### src/sv/grw_pkg.sv
// ----------------------------------------------------------------------------
// grw_pkg: shared types and constants
// Map geometry, arithmetic widths, queue item layout and register indexes
// for the grid ray wall hit core.
// ----------------------------------------------------------------------------
package grw_pkg;

  localparam int MAX_WIDTH  = 64;
  localparam int MAX_HEIGHT = 64;
  localparam int CELL_COUNT = MAX_WIDTH * MAX_HEIGHT;
  localparam int CELL_AW    = $clog2(CELL_COUNT);
  localparam int COL_W      = $clog2(MAX_WIDTH);
  localparam int ROW_W      = $clog2(MAX_HEIGHT);

  // config register width (fixed by the register map)
  localparam int DIM_W      = 7;
  // signed map position, holds -1 .. 64
  localparam int POS_W      = 10;

  // shared divider: 50-bit dividend, 24-bit divisor
  localparam int DIV_NUM_W  = 50;
  localparam int DIV_DEN_W  = 24;
  localparam int DIV_CNT_W  = $clog2(DIV_NUM_W);
  // root input: (dx^2 + dy^2) << 16
  localparam int SQ_W       = 49;

  localparam logic [31:0] SAT32 = 32'hFFFF_FFFF;
  localparam logic [DIV_NUM_W-1:0] ONE_Q30 = DIV_NUM_W'(1) << 30;

  localparam int QUEUE_DEPTH = 2;
  localparam int QPTR_W      = 1;
  localparam int QCNT_W      = 2;

  // config register indexes
  localparam logic CFG_GRID_WIDTH  = 1'b0;
  localparam logic CFG_GRID_HEIGHT = 1'b1;

  typedef enum logic [0:0] {
    OP_WRITE = 1'b0,
    OP_CAST  = 1'b1
  } op_t;

  typedef struct packed {
    op_t                op;
    logic        [11:0] cell_index;
    logic        [3:0]  cell_value;
    logic        [15:0] origin_x;
    logic        [15:0] origin_y;
    logic signed [15:0] dir_x;
    logic signed [15:0] dir_y;
  } item_t;

  // back end status toward the front end
  typedef struct packed {
    logic clearing;
    logic pop;
  } back_stat_t;

endpackage

### src/sv/grw_front.sv
// ----------------------------------------------------------------------------
// grw_front: command intake
// Accepts words and holds them, operation included, in a two-entry
// queue until the back end takes them.
// ----------------------------------------------------------------------------
module grw_front
  import grw_pkg::*;
(
  input  logic       clk,
  input  logic       rst_n,
  input  logic       start,
  input  item_t      in_item,
  input  back_stat_t stat,
  output logic       busy,
  output logic       q_valid,
  output item_t      q_item
);

  item_t              q_mem [QUEUE_DEPTH];
  logic [QPTR_W-1:0]  wr_ptr_r;
  logic [QPTR_W-1:0]  rd_ptr_r;
  logic [QCNT_W-1:0]  cnt_r;
  logic               push;
  logic               pop;

  assign busy    = stat.clearing || (cnt_r == QCNT_W'(QUEUE_DEPTH));
  assign push    = start && !busy;
  assign pop     = stat.pop && q_valid;
  assign q_valid = (cnt_r != '0);
  assign q_item  = q_mem[rd_ptr_r];

  always_ff @(posedge clk) begin
    if (push) begin
      q_mem[wr_ptr_r] <= in_item;
    end
  end

  always_ff @(posedge clk) begin
    if (!rst_n) begin
      wr_ptr_r <= '0;
      rd_ptr_r <= '0;
      cnt_r    <= '0;
    end else begin
      if (push) wr_ptr_r <= wr_ptr_r + QPTR_W'(1);
      if (pop)  rd_ptr_r <= rd_ptr_r + QPTR_W'(1);
      if (push && !pop)      cnt_r <= cnt_r + QCNT_W'(1);
      else if (pop && !push) cnt_r <= cnt_r - QCNT_W'(1);
    end
  end

endmodule

### config.mk
export PLATFORM = sky130hd
export DESIGN_NAME = grw_front
export DESIGN_NICKNAME = d
export VERILOG_FILES = /design/src/sv/grw_pkg.sv /design/src/sv/grw_front.sv
export SDC_FILE = /design/constraint.sdc
export NUM_CORES = 1
export LEC_CHECK = 0
export ABC_AREA = 1
export BUFFER_PORTS_ARGS = -buffer_cell sky130_fd_sc_hd__buf_4
export CAP_MARGIN = 40
export CORE_ASPECT_RATIO = 0.9
export CORE_MARGIN = 2
export CORE_UTILIZATION = 51
export DETAILED_ROUTE_END_ITERATION = 10
export PLACE_DENSITY = 0.77
export SYNTH_ARGS = -nofsm -noshare
export SYNTH_HDL_FRONTEND = slang
export SYNTH_SLANG_ARGS = --single-unit
### constraint.sdc
create_clock -name clk -period 12.55 [get_ports clk]
set_clock_uncertainty 0.2 [all_clocks]
set_input_delay 2.51 -clock clk [delete_from_list [all_inputs] [get_ports clk]]
set_output_delay 2.51 -clock clk [all_outputs]
set_load 0.01 [all_outputs]
==> run metrics <==
Die X 123 µm; outcome completed; main flop type after synthesis edfxtp_1; Clk Latency, worst-skew pair 0.41 ns; max cap viols 0; via-per-instance ratio 4.95; Ant. Diodes 0; vias in the first global route 3416; register bit total from synthesis 167; met3 GRT Util 6.07%; # fillers approximately 860; Tot GR Track Use 16.5%; root buffer cell clkbuf_16; Worst EP arrival 2.89 ns; Required @ worst endpoint 9.84 ns; CTS tree yes; Total Routed Length 11000 µm; Residual DRC 0; DIE HEIGHT roughly 110 µm; Layout area overhead 29.8%; Synth Instances 293; Mapped Avg Cell Area around 22 µm²; worst relative slew slack 42.7%; CP startpoint kind input pin; first-pass GRT wire length 16800 µm; CTS resizes 0; Core Util, Final 67.1%; clock slew seen by the registers of the worst setup and hold paths 0.06 ns; DRT iter0 DRCs approximately 210; Post-CTS Setup Bufs 0; cell area after synthesis 6510 µm²; GR Util met1 around 20%; num rows 39; Pre-antenna DRT Iters 4; number of synthesized flops with an enable pin 162; met2 Usage GRT 26.7%; # setup viols final 0; initial antenna violation count 0; RePlAce Congestion 0.702; CP Max Fanout 3; Initial Util approximately 52%; Slew Viols, Final 0; nets 562; CP max-delay cell buf_4; worst-margin pin slew ~0.86 ns; slowest stage delay, CP 0.14 ns; DP HPWL 7230 µm; synth warn 0; Leak 0.00332 µW; Sink Count 167; die area 13700 µm²; pin count of the biggest net entering global routing 54; crit path launch stat[1]; hold buffer count at CTS 0; hold path start rd_ptr_r; power per cell area 170 nW/µm²; Max Buffers Root-to-Sink 2; Mapped Nets 380; final instance area approximately 8400 µm²; leading area contributor after synthesis edfxtp_1; Core Area 12600 µm²; Yosys top cell area share 74.8%; Distinct cells, synth 15; Critical Path Most Common Cell buf_4; Top Ports 169; critical path class input pin to output pin; VDD IR max 0.000108 V; via count 3226; Tcrit/Tclk final 44.6%; register area share after synthesis 76.3%; cell with the most instances after synthesis edfxtp_1; Avg WL per Cell 16.8 µm; final critical-path required period 5.60 ns; DP Area 7860 µm²; Setup crit end kind output pin; total global routing overflow 0; layout cell share with drive strength beyond 1 about three fifths; Fin. Hold Viols 0; Routed Antenna Nets 0; Setup TNS 0 ns; Port Buf Inserts 168; Fmax achieved 179 MHz; top cells by area, synth edfxtp_1, mux2_4, buf_12; global route hottest layer met2; FF-to-FF Start cnt_r[0]; CTS buffer count 17; worst-path cell chain buf_4 -> inv_1 -> nand2_1 -> buf_4; RSZ-0062 raised after global routing false; H-tree depth 4; Synth top cells by count edfxtp_1, mux2_4, inv_1, nand2_1, buf_12; class of the worst hold path flip-flop to flip-flop; FFs w/ async S/R, synth 0%
[critical path: cells and delay by family]
kind	cells	cell delay, ns
buffers and inverters	3	0.33
AND/OR/NAND/NOR	1	0.06
[final cells by class]
class / count / area, µm² / share of cell area, %
inverter: 11 / 42.5 / 0.504
multi-input combinational: 106 / 1340 / 15.8
timing repair buffer: 172 / 1310 / 15.5
tap: 164 / 205 / 2.43
clock buffer: 17 / 425 / 5.04
sequential: 167 / 4970 / 58.8
clock inverter: 15 / 155 / 1.84
[cells in the final DEF (no fill, tap or decap)]
master	count
mux2_2	1
edfxtp_1	162
dfxtp_1	4
inv_6	1
nand3_1	2
nor2_1	5
clkbuf_16	17
nand2_1	11
ha_1	1
nor2_4	1
clkinv_2	4
buf_16	1
mux2_4	80
inv_8	1
o21a_1	1
buf_4	171
inv_1	10
dfxtp_4	1
o21ai_0	1
nand4_1	2
bufinv_16	2
clkinvlp_4	4
a21oi_1	1
clkinv_1	1
clkinv_4	3
[flip-flops by register name, summed over array words and instances, names as in the netlist, named ones only]
signal and cells:
q_mem 162, cnt_r 2, rd_ptr_r 1, wr_ptr_r 1
[where the power goes]
| group | internal (µW) | switching (µW) |
|---|---|---|
| combinational | 157 | 115 |
| sequential | 651 | 16.1 |
| clock | 293 | 207 |
| total | 1100 | 338 |
[through the flow]
step | std cells | setup WS, ns | total power (µW) | hold WS, ns
after CTS | 652 | 6.95 | 1450 | 0.316
after detailed placement | 620 | 6.95 | 954 | 0.301
after global placement | 619 | 6.96 | 947 | 0.282
final | 652 | 6.95 | 1440 | 0.318
after floorplan | 293 | 5.75 | 856 | 0.267
after global routing | 652 | 6.90 | 1490 | 0.358
[worst paths after layout]
kind,slack (ns),end,cells after the start
hold reg to reg,0.32,rd_ptr_r,2
setup / recovery,6.95,busy,4
setup reg to reg,9.78,q_mem[0][56],5
hold / removal,0.32,rd_ptr_r,2
[kinds of logic after synthesis]
group	after synthesis	share of synthesized area [%]
adders and majority gates	1	0.192
DFF	167	76.3
AOI/OAI and AO/OA	3	0.269
and+or+nand+nor	21	1.33
muxes	81	18.6
buffers and inverters	20	3.27
[routing by layer]
layer,up-vias,part of all wire [%]
li1,1497,-
met1,1587,40
met2,124,50
met3,18,8.1
met4,0,1.7
met5,-,0
Note: power is estimated with default switching activity, not from simulation.
